File: config.mk
export PLATFORM = sky130hd
export DESIGN_NAME = lighting_bus_curtain_command_unit_flat
export DESIGN_NICKNAME = d
export VERILOG_FILES = /design/src/design/lbcc_pkg.sv /design/src/design/lbcc_if.sv /design/src/design/lbcc_store.sv /design/src/design/lighting_bus_curtain_command_unit.sv /design/src/flat_wrapper.sv
export SDC_FILE = /design/constraint.sdc
export NUM_CORES = 1
export LEC_CHECK = 0
export ABC_AREA = 1
export BUFFER_PORTS_ARGS = -buffer_cell sky130_fd_sc_hd__buf_2
export CORE_ASPECT_RATIO = 2
export CORE_MARGIN = 2
export CORE_UTILIZATION = 35
export DETAILED_ROUTE_END_ITERATION = 7
export GPL_ROUTABILITY_DRIVEN = 0
export HOLD_SLACK_MARGIN = 0.08
export PLACE_DENSITY = 0.54
export SLEW_MARGIN = 40
export SYNTH_ARGS = -nofsm -noshare
export SYNTH_HDL_FRONTEND = slang
export SYNTH_SLANG_ARGS = --single-unit
export TNS_END_PERCENT = 30
File: constraint.sdc
create_clock -name clk -period 10.9 [get_ports clk]
set_clock_uncertainty 0.05 [all_clocks]
set_input_delay 1.09 -clock clk [delete_from_list [all_inputs] [get_ports clk]]
set_output_delay 1.09 -clock clk [all_outputs]
set_load 0.005 [all_outputs]
File: src/design/lbcc_pkg.sv
// Package: command codes, store byte indexes, reset image and shared types.
`default_nettype none
package lbcc_pkg;

  // Command opcodes
  localparam logic [7:0] CMD_GROUP        = 8'h09;
  localparam logic [7:0] CMD_SHORT_ADDR   = 8'h22;
  localparam logic [7:0] CMD_DTR_WRITE    = 8'h23;
  localparam logic [7:0] CMD_DTR_TO_STORE = 8'h24;
  localparam logic [7:0] CMD_REPLY_DTR    = 8'h25;
  localparam logic [7:0] CMD_STORE_TO_DTR = 8'h26;
  localparam logic [7:0] CMD_REPLY_LEVEL  = 8'h27;
  localparam logic [7:0] CMD_REPLY_TYPE   = 8'h31;
  localparam logic [7:0] CMD_OPEN         = 8'd40;
  localparam logic [7:0] CMD_CLOSE        = 8'd41;
  localparam logic [7:0] CMD_GOTO         = 8'd42;
  localparam logic [7:0] CMD_SCENE_STORE  = 8'd231;
  localparam logic [7:0] CMD_SCENE_RECALL = 8'd234;

  // Settings store byte indexes
  localparam logic [7:0] IDX_LEVEL  = 8'd0;
  localparam logic [7:0] IDX_MIN    = 8'd2;
  localparam logic [7:0] IDX_MAX    = 8'd3;
  localparam logic [7:0] IDX_SHORT  = 8'd6;
  localparam logic [7:0] IDX_GRP_LO = 8'd7;
  localparam logic [7:0] IDX_GRP_HI = 8'd8;
  localparam logic [7:0] IDX_SCENE  = 8'd9;
  localparam logic [7:0] IDX_ZONE   = 8'd32;

  // Other constants
  localparam logic [7:0] ADDR_BROADCAST = 8'hFF;
  localparam logic [7:0] GROUP_LOW      = 8'd191;
  localparam logic [7:0] GROUP_HIGH     = 8'd209;
  localparam logic [7:0] SHORT_LIMIT    = 8'd64;
  localparam logic [7:0] DTR_LIMIT      = 8'd33;
  localparam logic [7:0] FULL_OPEN      = 8'd100;
  localparam logic [7:0] GEAR_TYPE_CODE = 8'd3;

  // Movement kinds
  localparam logic [1:0] MOVE_CLOSE   = 2'd0;
  localparam logic [1:0] MOVE_OPEN    = 2'd1;
  localparam logic [1:0] MOVE_PARTIAL = 2'd2;

  // Request from the command logic to the settings store
  typedef struct packed {
    logic       rd_en;
    logic [7:0] rd_idx;
    logic       wr_en;
    logic [7:0] wr_idx;
    logic [7:0] wr_data;
  } store_req_t;

  // Reset image of the settings store
  function automatic logic [7:0] rom_byte(input logic [7:0] idx);
    logic [7:0] v;
    unique case (idx)
      8'd0:     v = 8'd100;
      8'd1:     v = 8'd50;
      8'd3:     v = 8'd100;
      8'd4:     v = 8'd5;
      8'd5:     v = 8'd6;
      8'd6:     v = 8'd65;
      8'd7:     v = 8'd1;
      8'd9:     v = 8'd6;
      8'd10:    v = 8'd7;
      8'd11:    v = 8'd8;
      IDX_ZONE: v = 8'd255;
      default:  v = 8'd0;
    endcase
    return v;
  endfunction

endpackage
`default_nettype wire

File: src/design/lbcc_if.sv
// Channel interfaces: forward frame in, command result out.
`default_nettype none
interface lbcc_in_if;
  logic       valid;
  logic       ready;
  logic [7:0] frame_address;
  logic [7:0] frame_command;
  logic [7:0] frame_data;

  modport source (output valid, frame_address, frame_command, frame_data, input ready);
  modport sink   (input valid, frame_address, frame_command, frame_data, output ready);
endinterface

interface lbcc_out_if;
  logic        valid;
  logic        ready;
  logic        accepted;
  logic        reply_valid;
  logic [7:0]  reply_addr;
  logic [7:0]  reply_value;
  logic        move_valid;
  logic [1:0]  move_kind;
  logic [10:0] travel_ms;
  logic [7:0]  level_now;

  modport source (output valid, accepted, reply_valid, reply_addr, reply_value,
                  move_valid, move_kind, travel_ms, level_now, input ready);
  modport sink   (input valid, accepted, reply_valid, reply_addr, reply_value,
                  move_valid, move_kind, travel_ms, level_now, output ready);
endinterface
`default_nettype wire

File: src/design/lbcc_store.sv
// Settings store: synchronous byte memory with per-entry valid bits over the reset image.
`default_nettype none
module lbcc_store #(
  parameter int STORE_DEPTH = 33
) (
  input  wire logic                clk,
  input  wire logic                rst_n,
  input  wire lbcc_pkg::store_req_t req,
  output logic [7:0]               rd_data
);

  localparam int IdxW = $clog2(STORE_DEPTH);

  logic [7:0]             mem [STORE_DEPTH];
  logic [STORE_DEPTH-1:0] valid_r;
  logic [7:0]             mem_q_r;
  logic [7:0]             rom_q_r;
  logic                   valid_q_r;
  logic                   rd_in_range;
  logic                   wr_in_range;

  assign rd_in_range = req.rd_idx < 8'(STORE_DEPTH);
  assign wr_in_range = req.wr_idx < 8'(STORE_DEPTH);

  // Entry written since reset
  always_ff @(posedge clk) begin
    if (!rst_n) begin
      valid_r <= '0;
    end else if (req.wr_en && wr_in_range) begin
      valid_r[req.wr_idx[IdxW-1:0]] <= 1'b1;
    end
  end

  // Memory write port
  always_ff @(posedge clk) begin
    if (req.wr_en && wr_in_range) begin
      mem[req.wr_idx[IdxW-1:0]] <= req.wr_data;
    end
  end

  // Registered read, with the reset image alongside
  always_ff @(posedge clk) begin
    if (!rst_n) begin
      valid_q_r <= 1'b0;
    end else if (req.rd_en) begin
      valid_q_r <= rd_in_range && valid_r[req.rd_idx[IdxW-1:0]];
    end
  end

  always_ff @(posedge clk) begin
    if (req.rd_en) begin
      if (rd_in_range) begin
        mem_q_r <= mem[req.rd_idx[IdxW-1:0]];
      end
      rom_q_r <= lbcc_pkg::rom_byte(req.rd_idx);
    end
  end

  assign rd_data = valid_q_r ? mem_q_r : rom_q_r;

endmodule
`default_nettype wire

File: src/design/lighting_bus_curtain_command_unit.sv
// A frame is accepted in the idle state and executed in the exec state, which waits
// while an earlier result is still held; no new frame is taken until the exec state ends.
// A result waiting on the output does not stop the next frame from being taken in.
// Reset: synchronous, active low; store valid bits clear at once so the store reads
// as its reset image immediately, with no clearing pass. Level and DTR reset to 0.
`default_nettype none
module lighting_bus_curtain_command_unit #(
  parameter int STORE_DEPTH = 33,
  parameter int SCENE_COUNT = 17
) (
  input wire logic  clk,
  input wire logic  rst_n,
  lbcc_in_if.sink   in_ch,
  lbcc_out_if.source out_ch
);

  localparam logic ST_IDLE = 1'b0;
  localparam logic ST_EXEC = 1'b1;

  logic state_r, state_nxt;

  // Held frame
  logic [7:0] addr_r, cmd_r, data_r;

  // Control state and mirrored store bytes
  logic [7:0] level_r, level_nxt;
  logic [7:0] dtr_r, dtr_nxt;
  logic       rdy_r, rdy_nxt;
  logic [7:0] byte0_r, byte0_nxt;
  logic [7:0] min_r, min_nxt;
  logic [7:0] max_r, max_nxt;
  logic [7:0] short_r, short_nxt;
  logic [7:0] grp_lo_r, grp_lo_nxt;
  logic [7:0] grp_hi_r, grp_hi_nxt;
  logic [7:0] zone_r, zone_nxt;

  // Output register
  logic        out_valid_r;
  logic        acc_r, reply_r, move_r;
  logic [7:0]  raddr_r, rval_r, lvl_out_r;
  logic [1:0]  kind_r;
  logic [10:0] travel_r;

  logic        acc, reply, move;
  logic [7:0]  raddr, rval;
  logic [1:0]  kind;
  logic [10:0] travel;

  logic                 in_fire, exec_fire, match;
  logic [15:0]          grp_mask, grp_bit, grp_new;
  logic [7:0]           st_rdata, rd_val, rd_idx_exec, scene_lvl;
  logic                 wr_en;
  logic [7:0]           wr_idx, wr_val;
  lbcc_pkg::store_req_t st_req;

  assign in_ch.ready = (state_r == ST_IDLE);
  assign in_fire     = in_ch.valid && in_ch.ready;
  assign exec_fire   = (state_r == ST_EXEC) && (!out_valid_r || out_ch.ready);

  // Store read is issued on accept; write-back happens in the exec cycle
  always_comb begin
    st_req.rd_en   = in_fire;
    st_req.rd_idx  = (in_ch.frame_command == lbcc_pkg::CMD_SCENE_RECALL)
                   ? lbcc_pkg::IDX_SCENE + in_ch.frame_data : in_ch.frame_data;
    st_req.wr_en   = exec_fire && wr_en;
    st_req.wr_idx  = wr_idx;
    st_req.wr_data = wr_val;
  end

  lbcc_store #(
    .STORE_DEPTH(STORE_DEPTH)
  ) u_store (
    .clk    (clk),
    .rst_n  (rst_n),
    .req    (st_req),
    .rd_data(st_rdata)
  );

  // Mirrored bytes are never read from memory
  assign rd_idx_exec = (cmd_r == lbcc_pkg::CMD_SCENE_RECALL)
                     ? lbcc_pkg::IDX_SCENE + data_r : data_r;
  always_comb begin
    case (rd_idx_exec)
      lbcc_pkg::IDX_LEVEL:  rd_val = byte0_r;
      lbcc_pkg::IDX_MIN:    rd_val = min_r;
      lbcc_pkg::IDX_MAX:    rd_val = max_r;
      lbcc_pkg::IDX_SHORT:  rd_val = short_r;
      lbcc_pkg::IDX_GRP_LO: rd_val = grp_lo_r;
      lbcc_pkg::IDX_GRP_HI: rd_val = grp_hi_r;
      lbcc_pkg::IDX_ZONE:   rd_val = zone_r;
      default:              rd_val = st_rdata;
    endcase
  end

  // Address match
  assign grp_mask = {grp_hi_r, grp_lo_r};
  assign match = (addr_r == lbcc_pkg::ADDR_BROADCAST) || (addr_r == short_r) ||
                 (addr_r == zone_r) ||
                 ((addr_r > lbcc_pkg::GROUP_LOW) && (addr_r < lbcc_pkg::GROUP_HIGH) &&
                  grp_mask[addr_r[3:0]]);

  assign grp_bit   = 16'd1 << data_r[3:0];
  assign grp_new   = data_r[4] ? (grp_mask | grp_bit) : (grp_mask & ~grp_bit);
  assign scene_lvl = (rd_val <= min_r) ? 8'd0 : rd_val;

  // Command execution
  always_comb begin
    level_nxt  = level_r;
    dtr_nxt    = dtr_r;
    rdy_nxt    = rdy_r;
    byte0_nxt  = byte0_r;
    min_nxt    = min_r;
    max_nxt    = max_r;
    short_nxt  = short_r;
    grp_lo_nxt = grp_lo_r;
    grp_hi_nxt = grp_hi_r;
    zone_nxt   = zone_r;
    acc        = 1'b0;
    reply      = 1'b0;
    move       = 1'b0;
    rval       = 8'd0;
    raddr      = 8'd0;
    wr_en      = 1'b0;
    wr_idx     = data_r;
    wr_val     = dtr_r;
    if (match) begin
      acc = 1'b1;
      case (cmd_r)
        lbcc_pkg::CMD_GOTO: begin
          if (data_r > max_r) level_nxt = max_r;
          else if (data_r < min_r) level_nxt = min_r;
          else level_nxt = data_r;
          move = 1'b1;
        end
        lbcc_pkg::CMD_OPEN: begin
          level_nxt = lbcc_pkg::FULL_OPEN;
          move      = 1'b1;
        end
        lbcc_pkg::CMD_CLOSE: begin
          level_nxt = 8'd0;
          move      = 1'b1;
        end
        lbcc_pkg::CMD_SCENE_RECALL: begin
          if (data_r < 8'(SCENE_COUNT)) level_nxt = scene_lvl;
          move = 1'b1;
        end
        lbcc_pkg::CMD_SCENE_STORE: begin
          if (data_r < 8'(SCENE_COUNT)) begin
            wr_en  = 1'b1;
            wr_idx = lbcc_pkg::IDX_SCENE + data_r;
            wr_val = level_r;
          end
        end
        lbcc_pkg::CMD_GROUP: begin
          grp_lo_nxt = grp_new[7:0];
          grp_hi_nxt = grp_new[15:8];
        end
        lbcc_pkg::CMD_SHORT_ADDR: begin
          if (data_r < lbcc_pkg::SHORT_LIMIT) short_nxt = data_r;
        end
        lbcc_pkg::CMD_DTR_WRITE: begin
          dtr_nxt = data_r;
          rdy_nxt = 1'b1;
        end
        lbcc_pkg::CMD_DTR_TO_STORE: begin
          if (rdy_r && (data_r < lbcc_pkg::DTR_LIMIT)) begin
            rdy_nxt = 1'b0;
            wr_en   = 1'b1;
          end
        end
        lbcc_pkg::CMD_REPLY_DTR: begin
          reply = 1'b1;
          rval  = dtr_r;
        end
        lbcc_pkg::CMD_STORE_TO_DTR: begin
          if (data_r < lbcc_pkg::DTR_LIMIT) dtr_nxt = rd_val;
        end
        lbcc_pkg::CMD_REPLY_LEVEL: begin
          reply = 1'b1;
          rval  = byte0_r;
        end
        lbcc_pkg::CMD_REPLY_TYPE: begin
          reply = 1'b1;
          rval  = lbcc_pkg::GEAR_TYPE_CODE;
        end
        default: acc = 1'b0;
      endcase
      if (reply) raddr = short_r;
      // Keep mirrored bytes in step with store writes
      if (wr_en) begin
        case (wr_idx)
          lbcc_pkg::IDX_LEVEL:  byte0_nxt  = wr_val;
          lbcc_pkg::IDX_MIN:    min_nxt    = wr_val;
          lbcc_pkg::IDX_MAX:    max_nxt    = wr_val;
          lbcc_pkg::IDX_SHORT:  short_nxt  = wr_val;
          lbcc_pkg::IDX_GRP_LO: grp_lo_nxt = wr_val;
          lbcc_pkg::IDX_GRP_HI: grp_hi_nxt = wr_val;
          lbcc_pkg::IDX_ZONE:   zone_nxt   = wr_val;
          default: ;
        endcase
      end
      if (acc) byte0_nxt = level_nxt;
    end
  end

  // Movement mapping
  always_comb begin
    kind   = lbcc_pkg::MOVE_CLOSE;
    travel = 11'd0;
    if (move) begin
      if (level_nxt == 8'd0) begin
        kind = lbcc_pkg::MOVE_CLOSE;
      end else if (level_nxt == lbcc_pkg::FULL_OPEN) begin
        kind = lbcc_pkg::MOVE_OPEN;
      end else if (level_nxt < lbcc_pkg::FULL_OPEN) begin
        kind   = lbcc_pkg::MOVE_PARTIAL;
        travel = (11'(level_nxt) << 4) + (11'(level_nxt) << 2);
      end
    end
  end

  // Sequencer
  always_comb begin
    state_nxt = state_r;
    unique case (state_r)
      ST_IDLE: if (in_fire) state_nxt = ST_EXEC;
      ST_EXEC: if (exec_fire) state_nxt = ST_IDLE;
      default: state_nxt = ST_IDLE;
    endcase
  end

  // Frame capture
  always_ff @(posedge clk) begin
    if (in_fire) begin
      addr_r <= in_ch.frame_address;
      cmd_r  <= in_ch.frame_command;
      data_r <= in_ch.frame_data;
    end
  end

  // Control state and mirrors
  always_ff @(posedge clk) begin
    if (!rst_n) begin
      state_r  <= ST_IDLE;
      level_r  <= 8'd0;
      dtr_r    <= 8'd0;
      rdy_r    <= 1'b0;
      byte0_r  <= lbcc_pkg::rom_byte(lbcc_pkg::IDX_LEVEL);
      min_r    <= lbcc_pkg::rom_byte(lbcc_pkg::IDX_MIN);
      max_r    <= lbcc_pkg::rom_byte(lbcc_pkg::IDX_MAX);
      short_r  <= lbcc_pkg::rom_byte(lbcc_pkg::IDX_SHORT);
      grp_lo_r <= lbcc_pkg::rom_byte(lbcc_pkg::IDX_GRP_LO);
      grp_hi_r <= lbcc_pkg::rom_byte(lbcc_pkg::IDX_GRP_HI);
      zone_r   <= lbcc_pkg::rom_byte(lbcc_pkg::IDX_ZONE);
    end else begin
      state_r <= state_nxt;
      if (exec_fire) begin
        level_r  <= level_nxt;
        dtr_r    <= dtr_nxt;
        rdy_r    <= rdy_nxt;
        byte0_r  <= byte0_nxt;
        min_r    <= min_nxt;
        max_r    <= max_nxt;
        short_r  <= short_nxt;
        grp_lo_r <= grp_lo_nxt;
        grp_hi_r <= grp_hi_nxt;
        zone_r   <= zone_nxt;
      end
    end
  end

  // Output register
  always_ff @(posedge clk) begin
    if (!rst_n) begin
      out_valid_r <= 1'b0;
    end else if (exec_fire) begin
      out_valid_r <= 1'b1;
    end else if (out_ch.ready) begin
      out_valid_r <= 1'b0;
    end
  end

  always_ff @(posedge clk) begin
    if (exec_fire) begin
      acc_r     <= acc;
      reply_r   <= reply;
      raddr_r   <= raddr;
      rval_r    <= rval;
      move_r    <= move;
      kind_r    <= kind;
      travel_r  <= travel;
      lvl_out_r <= level_nxt;
    end
  end

  assign out_ch.valid       = out_valid_r;
  assign out_ch.accepted    = acc_r;
  assign out_ch.reply_valid = reply_r;
  assign out_ch.reply_addr  = raddr_r;
  assign out_ch.reply_value = rval_r;
  assign out_ch.move_valid  = move_r;
  assign out_ch.move_kind   = kind_r;
  assign out_ch.travel_ms   = travel_r;
  assign out_ch.level_now   = lvl_out_r;

endmodule
`default_nettype wire

File: src/flat_wrapper.sv
// flat-port wrapper written by rule: the top's interface ports become plain ports
module lighting_bus_curtain_command_unit_flat 
#(
  parameter int STORE_DEPTH = 33,
  parameter int SCENE_COUNT = 17
)
  (clk, rst_n, in_ch_valid, in_ch_frame_address, in_ch_frame_command, in_ch_frame_data, in_ch_ready, out_ch_valid, out_ch_accepted, out_ch_reply_valid, out_ch_reply_addr, out_ch_reply_value, out_ch_move_valid, out_ch_move_kind, out_ch_travel_ms, out_ch_level_now, out_ch_ready);
  lbcc_in_if in_ch_i ();
  lbcc_out_if out_ch_i ();
  input wire logic clk;
  input wire logic rst_n;
  input wire logic [$bits(in_ch_i.valid)-1:0] in_ch_valid;
  input wire logic [$bits(in_ch_i.frame_address)-1:0] in_ch_frame_address;
  input wire logic [$bits(in_ch_i.frame_command)-1:0] in_ch_frame_command;
  input wire logic [$bits(in_ch_i.frame_data)-1:0] in_ch_frame_data;
  output wire logic [$bits(in_ch_i.ready)-1:0] in_ch_ready;
  output wire logic [$bits(out_ch_i.valid)-1:0] out_ch_valid;
  output wire logic [$bits(out_ch_i.accepted)-1:0] out_ch_accepted;
  output wire logic [$bits(out_ch_i.reply_valid)-1:0] out_ch_reply_valid;
  output wire logic [$bits(out_ch_i.reply_addr)-1:0] out_ch_reply_addr;
  output wire logic [$bits(out_ch_i.reply_value)-1:0] out_ch_reply_value;
  output wire logic [$bits(out_ch_i.move_valid)-1:0] out_ch_move_valid;
  output wire logic [$bits(out_ch_i.move_kind)-1:0] out_ch_move_kind;
  output wire logic [$bits(out_ch_i.travel_ms)-1:0] out_ch_travel_ms;
  output wire logic [$bits(out_ch_i.level_now)-1:0] out_ch_level_now;
  input wire logic [$bits(out_ch_i.ready)-1:0] out_ch_ready;
  assign in_ch_i.valid = in_ch_valid;
  assign in_ch_i.frame_address = in_ch_frame_address;
  assign in_ch_i.frame_command = in_ch_frame_command;
  assign in_ch_i.frame_data = in_ch_frame_data;
  assign in_ch_ready = in_ch_i.ready;
  assign out_ch_valid = out_ch_i.valid;
  assign out_ch_accepted = out_ch_i.accepted;
  assign out_ch_reply_valid = out_ch_i.reply_valid;
  assign out_ch_reply_addr = out_ch_i.reply_addr;
  assign out_ch_reply_value = out_ch_i.reply_value;
  assign out_ch_move_valid = out_ch_i.move_valid;
  assign out_ch_move_kind = out_ch_i.move_kind;
  assign out_ch_travel_ms = out_ch_i.travel_ms;
  assign out_ch_level_now = out_ch_i.level_now;
  assign out_ch_i.ready = out_ch_ready;
  lighting_bus_curtain_command_unit #(.STORE_DEPTH(STORE_DEPTH), .SCENE_COUNT(SCENE_COUNT)) u_core (.clk(clk), .rst_n(rst_n), .in_ch(in_ch_i), .out_ch(out_ch_i));
endmodule
# --- Word level (Yosys, flattened, before mapping) ---
# Memory sizes are Yosys's and may differ from the RTL's. A register that Yosys moved wholly into a read port is not among the register bits.
# Cells that the tools add are included.
op_classes:
  addsub: 3
  mul: 0
  n_div: 0
  magnitude_cmp: 15
  n_eq_ne: 42
  shifts: 1
  muxes: 63
  bitwise: 7
  reduce_logical: 40
op_table:
  columns: ["cell", "n"]
  rows:
  - ["2-to-1 mux 8 bit", 29]
  - ["== test 8 x 6 -> 1 bit (second input constant)", 13]
  - ["case mux 8 bit (9 select lines)", 1]
  - ["== test 8 x 3 -> 1 bit (second input constant)", 8]
  - ["case mux 8 bit (7 select lines)", 1]
  - ["== test 8 x 4 -> 1 bit (second input constant)", 6]
  - ["== test 8 x 2 -> 1 bit (second input constant)", 5]
  - ["bitwise OR 33 bit", 1]
  - ["== test 8 bit (second input constant)", 4]
  - ["zero test 8 bit", 4]
  - ["case mux 8 bit (4 select lines)", 1]
  - ["< comparator 8 x 6 -> 1 bit (second input constant)", 3]
  - ["case mux 8 bit (3 select lines)", 1]
  - ["AND reduction 4 bit", 6]
  - ["2-to-1 mux 1 bit", 21]
  - ["adder 4 x 8 -> 8 bit (first input constant)", 2]
  - ["AND 16 bit", 1]
  - ["== test 8 bit", 2]
  - ["< comparator 8 x 7 -> 1 bit (second input constant)", 2]
  - ["2-to-1 mux 16 bit", 1]
  - ["inverter 16 bit", 1]
  - ["bitwise OR 16 bit", 1]
  - ["case mux 8 bit (2 select lines)", 1]
  - ["left shift 1 x 4 -> 16 bit (first input constant)", 1]
  - ["other kinds (28)", 55]
word_totals:
  regBits: 181
  latchBits: 0
  ramBits: 264
  romBits: 0
  inputBits: 28
  mem_count: 1
mem_list:
  columns: ["name", "words", "width", "read_ports", "rd_ports_with_merged_regs", "wr", "line_no", "source"]
  rows:
  - ["u_core.u_store.mem", 33, 8, 1, 1, 1, "lbcc_store.sv:14", "logic [7:0] mem [STORE_DEPTH];"]

# --- Logic depth before layout (Yosys ltp) ---
# Gate-level depths: netlist (run 1).
depth:
  ltp_word: 12
  depth_mapped: 41
  depth_no_buf: 41

# --- Hierarchy ---
# A second synthesis (run 1) with hierarchy kept.
hier_totals:
  hier_cells: 2220
  hier_area_um2: 22029.9
modules_own_cells:
  columns: ["module", "n_inst", "cells_each", "area_per_inst_um2", "seq_area_each_um2"]
  rows:
  - ["lbcc_store", 1, 921, 12280.5, 9088.7]
  - ["lighting_bus_curtain_command_unit", 1, 1299, 9749.4, 3363.2]

# --- Worst setup path after synthesis (run 1) ---
# OpenSTA, ideal clock, no wires.
synth_path:
  path_type: "reg-to-reg"
  startpoint: "register u_core.data_r[0]"
  endpoint: "register u_core.travel_r[10] (netlist: u_core.out_ch.travel_ms[10]) (data pin)"
  arrival_ns: 4.568
  required_time_ns: 10.595
  slack_ns: 6.028
  path_stages_with_launch: 35
  path_buffers: 0
  period_less_slack_ns: 4.872
  path_cell_list: "edfxtp_1 -> clkinv_1 -> ha_1 -> o21ai_0 -> nand2_2 -> nor2_4 -> nand2_1 -> nand2_1 -> inv_2 -> nand3_2 -> nand3_1 -> nand2_1 -> inv_1 -> ha_1 -> nand2_1 -> nor4_1 -> a21oi_1 -> nand2_1 -> inv_1 -> nand2_1 -> nand2_1 -> nand2_1 -> nand3_1 -> nand2_1 -> inv_1 -> ha_1 -> fa_1 -> nand3_1 -> nand2_1 -> nand2_1 -> nand2_1 -> a21oi_1 -> xor2_1 -> inv_1 -> nor2_2"
synth_via:
  elab_chain_len: 12
synth_lines:
  columns: ["element", "line_no", "source"]
  rows:
  - ["from (decl)", "lighting_bus_curtain_command_unit.sv:23", "logic [7:0] addr_r, cmd_r, data_r;"]
  - ["from (signal assigned)", "lighting_bus_curtain_command_unit.sv:237", "data_r <= in_ch.frame_data;"]
  - ["adder 4 x 8 -> 8 bit", "lighting_bus_curtain_command_unit.sv:81", "? lbcc_pkg::IDX_SCENE + data_r : data_r;"]
  - ["2-to-1 mux 8 bit", "lighting_bus_curtain_command_unit.sv:81", null]
  - ["== test 8 x 6 -> 1 bit (tied with other cells)", "lighting_bus_curtain_command_unit.sv:83", "case (rd_idx_exec)"]
  - ["case mux 8 bit (7 select lines)", "lighting_bus_curtain_command_unit.sv:83", null]
  - ["<= comparator 8 bit", "lighting_bus_curtain_command_unit.sv:104", "assign scene_lvl = (rd_val <= min_r) ? 8'd0 : rd_val;"]
  - ["2-to-1 mux 8 bit", "lighting_bus_curtain_command_unit.sv:104", null]
  - ["2-to-1 mux 8 bit", "lighting_bus_curtain_command_unit.sv:144", "if (data_r < 8'(SCENE_COUNT)) level_nxt = scene_lvl;"]
  - ["case mux 8 bit (4 select lines) (*)", "lighting_bus_curtain_command_unit.sv:128", "case (cmd_r)"]
  - ["2-to-1 mux 8 bit (*)", "lighting_bus_curtain_command_unit.sv:126", "if (match) begin"]
  - ["net u_core.level_nxt[0]", "lighting_bus_curtain_command_unit.sv:26", "logic [7:0] level_r, level_nxt;"]
  - ["< comparator 8 x 7 -> 1 bit", "lighting_bus_curtain_command_unit.sv:215", "end else if (level_nxt < lbcc_pkg::FULL_OPEN) begin"]
  - ["inverter 1 bit (no source line)", null, null]
  - ["OR reduction 4 bit (no source line)", null, null]
  - ["to (signal assigned)", "lighting_bus_curtain_command_unit.sv:291", "travel_r <= travel;"]
  - ["to (decl)", "lighting_bus_curtain_command_unit.sv:42", "logic [10:0] travel_r;"]
# The timed path passes the listed nets; every way through them passes the cells marked *.
# A chain may end at the register's enable or synchronous reset.

# --- Worst setup path after layout (run 1) ---
layout_path:
  startpoint: "register u_core.data_r[4]"
  endpoint: "register u_core.travel_r[9] (netlist: u_core.out_ch.travel_ms[9]) (data pin)"
# The elaborated chain is that of the path after synthesis.

==> results by group, run 1 <==
Floorplanning
  • Die Wd: about 180 um
  • CORE AREA: roughly 60000 um2
  • Num rows: about 130
  • Vert. Die Dim: around 350 um
  • Starting Density: between 30% and 40%
  • I/O pin cnt: 70
  • Die ar.: between 60000 and 70000 um2

Final layout
  • Max FFs per register: about 260
  • Fin nets: between 2000 and 2500
  • Final instance area: 24000 um2
  • Layout area overhead: 13.2%
  • Fraction of layout cells with a size suffix above 1: between 10% and 20%
  • ANT cells: 0

Logic synthesis
  • Gate Count Post-Synth: between 2000 and 2500
  • Ys async rst share: 0%
  • Synth Area in Simple Gates: 17.6%
  • Synthesized area: between 20000 and 25000 um2
  • Mean Syn Cell Area: between 9 and 10 um2
  • Largest family of logic cells by synthesized area: simple AND/OR/NAND/NOR gates
  • Post-synth EDFFs: approximately 340
  • Multiplexer share of the synthesized area: 0.236%
  • Yosys reg bits: 451
  • Synth top area share: around half
  • Synth Area in Compound Gates: 14.6%
  • Synth Area in Adders: around 2.3%
  • Synth warn: 0
  • Largest cells by area after synthesis: edfxtp_1 48%, dfxtp_1 10%, nand2_1 8.0%
  • Yosys top cell by area: edfxtp_1
  • Flip-flop cell with the highest count after synthesis: edfxtp_1
  • Seq/Total Area, Yosys: 58.8%
  • Distinct cell type count after synthesis: 63
  • Post-Synth XOR/XNOR Area: less than 1%

Clocking
  • Cts repair resizes: 0
  • Clock buffer depth: 3
  • Post-CTS Setup Repair Bufs: 0
  • Cts bufs inserted: 43
  • Root Driver: clkbuf_16
  • CTS tree: built
  • Clk sink count: approximately 450
  • Worst-skew pair later-pin latency: 0.58 ns
  • CTS clk-pin slew, worst paths: approximately 0.060 ns
  • H-tree Lvls: 2
  • Hold buffer count at CTS: 0

Global routing
  • Vias in the first global route: roughly 17000
  • Largest net degree at the start of global routing: 67
  • GRT Residual Overflow: 0
  • Total global-route track usage: a little under a quarter
  • Initial antenna violation count: 0
  • Global-route wire length before repair: 107 mm

Setup path
  • Worst Path Arrival: 6.57 ns
  • Crit-path slowest cell: edfxtp_1
  • R2R Path End: u_core.out_ch.travel_ms[9]
  • CP endpoint: u_core.out_ch.travel_ms[9]
  • Origin of the critical flop-to-flop path: u_core.data_r[4]
  • Worst Path Required: between 10 and 15 ns
  • R2R Setup Slk: 4.60 ns
  • Critical Path Start: u_core.data_r[4]
  • Worst path max stage delay: 0.81 ns
  • Crit path launch type: flop
  • Worst Path Max Fanout: between 40 and 50
  • CP dominant cell by count: nand2_1
  • R2R cell count: 33
  • Crit. End Element: flop
  • Crit path kind: flop to flop

Place
  • Area of placed instances: roughly 23000 um2
  • DPL Wire Length: 54.6 mm
  • Port Buffers: between 60 and 70

Pwr
  • Static leakage: 0.00906 uW
  • Peak VDD IR: 95.9 uV
  • Pwr Density: between 150 and 200 nW/um2

Routing
  • Final WL: between 70 and 80 mm
  • Vias per cell: between 5 and 6
  • DR DRC count: 0
  • DRT Pass-1 Iters: 5
  • Drt first-iter violations: roughly 1200
  • Routed via count: roughly 17000
  • Routed Antenna Nets: 0
  • WL per Instance: 24.5 um

STA
  • Final number of setup-violating endpoints: 0
  • Final worst path period share: around 58%
  • Setup TNS: 0 ns
  • Final Max Tran Viols: 0
  • Fin. Hold Viols: 0
  • Worst Tran Pin Value: roughly 0.93 ns
  • Worst relative slew slack: 37.6%
  • Final min period: roughly 6.3 ns
  • Max frequency: between 0.15 and 0.2 GHz
  • RSZ-0062 raised after global routing: no

Outcome
  • Status: finished clean

Hold path
  • HP Class: flop to flop
  • Hold_sp: u_core.u_store.valid_r[16]

Job
  • # Max-Cap Violations: 0
-- metrics by stage --
| stage | cells | hold WS (ns) | total power (uW) | setup slack [ns] | utilization, % |
|---|---|---|---|---|---|
| after floorplan | 2164 | 0.390 | 2050 | 6.03 | - |
| after global placement | 2952 | 0.401 | 2150 | 4.79 | 37.4 |
| after detailed placement | 2956 | 0.408 | 2150 | 4.79 | 37.7 |
| after CTS | 3033 | 0.425 | 3620 | 4.77 | 39.9 |
| after global routing | 3033 | 0.448 | 3700 | 4.05 | 40.0 |
| final | 3033 | 0.426 | 3600 | 4.60 | 40.0 |
-- synth_stat cells, types with 10 or more instances --
library cell  number
a21oi_1          123
dfxtp_1          109
ha_1              37
nand4_1           29
a31oi_1           11
inv_1            191
inv_2             25
nor4_1            10
o21ai_0          106
nand3_1           94
nand2_2           16
nor2_1           191
a221oi_1          17
o21ai_1           17
xor2_1            10
nand2_1          451
edfxtp_1         342
o211ai_1          35
a22oi_1          113
clkbuf_1          58
nor3_1            18
nor2_2            22
o22ai_1           17
-- placed cells by master, fill, tap and decap left out, types with 9 or more instances in the layout --
| cell | Yosys | layout |
|---|---|---|
| nand2_2 | 16 | 16 |
| a22oi_1 | 113 | 113 |
| clkbuf_16 | 0 | 44 |
| nor2_1 | 191 | 154 |
| a221oi_1 | 17 | 17 |
| nor2_4 | 9 | 14 |
| inv_1 | 191 | 190 |
| nand4_1 | 29 | 29 |
| edfxtp_1 | 342 | 342 |
| o21ai_1 | 17 | 18 |
| nand2_1 | 451 | 451 |
| buf_2 | 9 | 67 |
| buf_4 | 6 | 28 |
| o21ai_0 | 106 | 95 |
| a31oi_1 | 11 | 11 |
| nor2_2 | 22 | 54 |
| a21oi_1 | 123 | 122 |
| inv_2 | 25 | 26 |
| clkbuf_1 | 58 | 10 |
| dfxtp_1 | 109 | 109 |
| nand3_1 | 94 | 94 |
| nor4_1 | 10 | 9 |
| o22ai_1 | 17 | 17 |
| clkinv_1 | 7 | 12 |
| ha_1 | 37 | 37 |
| nor3_1 | 18 | 18 |
| a311oi_1 | 9 | 9 |
| o211ai_1 | 35 | 35 |
| xor2_1 | 10 | 9 |
-- metal layers --
metal  vias to the layer above  wire, um  GRT usage [%]
met5                         -         0              0
li1                       7731         -              -
met3                       318      3660           3.68
met1                      7929     22900           21.3
met2                       646     38800           43.6
met4                         0      8930           24.3
-- how the worst min path moves through the flow --
stage / cells after the start / end / slack (ns)
6_report: 2 / u_core.u_store.valid_r[16] / 0.43
5_1_grt: 2 / u_core.u_store.valid_r[2] / 0.45
4_1_cts: 2 / u_core.u_store.valid_r[2] / 0.43
3_5_place_dp: 2 / u_core.u_store.valid_r[20] / 0.41
3_3_place_gp: 2 / u_core.u_store.valid_r[8] / 0.40
2_1_floorplan: 2 / u_core.u_store.valid_r[15] / 0.39
-- cell families after synthesis --
kind of cell / Yosys count
compound gates: 487
mux: 5
xor+xnor: 17
other cells: 1
fa+ha+maj: 38
simple gates: 858
buf+inv: 306
flops: 451
-- worst max-delay path, delay by kind of cell (launching register included) --
family | cells | cell delay, ns
xor+xnor | 1 | 0.15
simple gates | 18 | 2.52
fa+ha+maj | 2 | 0.58
buf+inv | 6 | 0.83
flops | 1 | 0.81
compound gates | 6 | 1.09
-- power breakdown --
part / total (uW) / internal (uW) / switching, uW
Clock: 1480 / 826 / 653
Sequential: 1870 / 1850 / 17.6
Combinational: 251 / 69.6 / 181
Total: 3600 / 2740 / 852
-- area by class of cell --
class                   instances  area [um2]
clock inverters                20         193
well taps                     774         968
clock buffers                  57        1160
repair buffers                101         628
fillers                      5864       35900
flip-flops and latches        451       12500
inverters                     223         837
multi-input cells            1407        7720
No activity file was read; power rests on OpenSTA's default activity.
==> inputs of run 2 (changes only) <==
==> constraint.sdc (replaced) <==
create_clock -name clk -period 6 [get_ports clk]
set_clock_uncertainty 0.05 [all_clocks]
set_input_delay 0.6 -clock clk [delete_from_list [all_inputs] [get_ports clk]]
set_output_delay 0.6 -clock clk [all_outputs]
set_load 0.005 [all_outputs]
==> results by group, run 2 (synthesized netlist as in run 1, its figures left out) <==
Hold path
  • HP Class: input port to flop
  • Hold Path Cell Cnt: 1

Clocking
  • Clock buffer depth: 3
  • CTS clk-pin slew, worst paths: approximately 0.06 ns
  • Worst-skew pair later-pin latency: approximately 0.57 ns
  • Clk sink count: ~450
  • CTS tree: built
  • H-tree Lvls: 2
  • Root Driver: clkbuf_16
  • Cts bufs inserted: between 40 and 50
  • Hold buffer count at CTS: 0

Setup path
  • Worst Path Max Fanout: 9
  • R2R cell count: 39
  • Crit. End Element: flop
  • Crit path kind: flop to flop
  • CP dominant cell by count: nand2_1
  • Worst Path Required: 6.37 ns
  • Worst Path Arrival: 5.89 ns
  • CP bufs+invs: 7
  • Worst path max stage delay: ~0.42 ns
  • Crit-path slowest cell: fa_1
  • Crit path launch type: flop
  • Top delay family on crit path: simple AND/OR/NAND/NOR gates
  • WP depth: 39

Routing
  • WL per Instance: ~24 um
  • Drt first-iter violations: 1301
  • Routed Antenna Nets: 0
  • Routed via count: about 17000
  • DRT Pass-1 Iters: 7
  • Vias per cell: around 5.5
  • DR DRC count: 0
  • Final WL: 75.0 mm

Floorplanning
  • CORE AREA: around 60000 um2
  • Vert. Die Dim: approximately 350 um
  • Die Wd: between 150 and 200 um
  • Num rows: about 130
  • Die ar.: ~63000 um2
  • Starting Density: 35.4%
  • I/O pin cnt: 70

Place
  • Port Buffers: between 60 and 70
  • Setup WS pre-CTS: between 0.4 and 0.5 ns
  • DPL Wire Length: about 56 mm

STA
  • Setup TNS: 0 ns
  • Fin. Hold Viols: 0
  • Worst Tran Pin Value: ~0.85 ns
  • RSZ-0062 raised after global routing: no
  • Max frequency: about 0.18 GHz
  • Final Max Tran Viols: 0
  • Final number of setup-violating endpoints: 0
  • Final setup margin: just under 0.5 ns
  • Worst relative slew slack: a little over two fifths
  • Final worst path period share: between 90% and 100%
  • Final min period: roughly 5.5 ns

Pwr
  • Pwr Density: 267 nW/um2
  • Static leakage: 0.00925 uW
  • Peak VDD IR: 165 uV

Final layout
  • Most frequent cells in the layout: 451 x nand2_1, 342 x edfxtp_1, 190 x inv_1
  • Max FFs per register: around 260
  • Fraction of layout cells with a size suffix above 1: roughly 14%
  • Commonest non-fill, non-tap cell in the layout: nand2_1
  • Fin nets: roughly 2300
  • FILL cells: between 5000 and 6000
  • Layout area overhead: 14.4%

Global routing
  • Global-route wire length before repair: 109 mm
  • Initial antenna violation count: 2
  • Largest net degree at the start of global routing: between 60 and 70
  • Vias in the first global route: ~17000
  • Total global-route track usage: between 20% and 30%
  • GRT Residual Overflow: 0

Outcome
  • Status: finished clean

Job
  • # Max-Cap Violations: 0
==> run 2: changes by cell type in the layout (fill, tap and decap cells not counted), sizes merged <==
cell,delta
bufinv,-1
diode,+3
clkinvlp,-1
inv,-1
buf,+39
clkbuf,-4
clkinv,+6
==> run 2: worst paths after layout <==
path / to / from / slack (ns)
setup reg to reg: u_core.out_ch.travel_ms[10] / u_core.cmd_r[5] / 0.48
hold / removal: u_core.addr_r[5] / in_ch_frame_address[5] / 0.16
setup / recovery: u_core.out_ch.travel_ms[10] / u_core.cmd_r[5] / 0.48
hold reg to reg: u_core.u_store.valid_r[20] / u_core.u_store.valid_r[20] / 0.42
==> run 2: cell type report <==
| type | instances | area, um2 | share of cell area, % |
|---|---|---|---|
| Antenna cell | 3 | 7.51 | 0.0310 |
| Clock buffer | 53 | 1120 | 4.64 |
| Clock inverter | 23 | 169 | 0.697 |
| Inverter | 223 | 837 | 3.46 |
| Multi-Input combinational cell | 1407 | 7690 | 31.8 |
| Sequential cell | 451 | 12500 | 51.4 |
| Tap cell | 774 | 968 | 4.00 |
| Timing Repair Buffer | 140 | 973 | 4.02 |
==> run 2: what timing repair did <==
| item | in CTS | in global routing |
|---|---|---|
| setup buffers | 0 | 9 |
| endpoints found under the setup margin | 0 | 2 |
| resized for setup | 0 | 2 |
==> run 2: power by group <==
part	switching (uW)	internal, uW	total [uW]
Clock	1180	1420	2600
Sequential	24.6	3360	3380
Combinational	342	141	483
==> run 2: metrics by stage <==
step                      std cells  area (um2)  power, uW  util, %  hold WS [ns]
after floorplan                2164       21200       3720        -         0.390
after global placement         2980       22700       3910     37.8         0.400
after detailed placement       2986       22800       3920     38.1         0.409
after CTS                      3062       24100       6510     40.2         0.134
after global routing           3073       24200       6660     40.4         0.141
final                          3074       24200       6460     40.4         0.161
==> run 2: layer usage <==
metal | global-route usage [%] | up-vias | part of all wire, %
met5 | 0 | - | 0
met4 | 24.8 | 0 | 12
met3 | 3.76 | 312 | 4.8
met1 | 21.7 | 8105 | 31
met2 | 44.3 | 664 | 52
li1 | - | 7816 | -
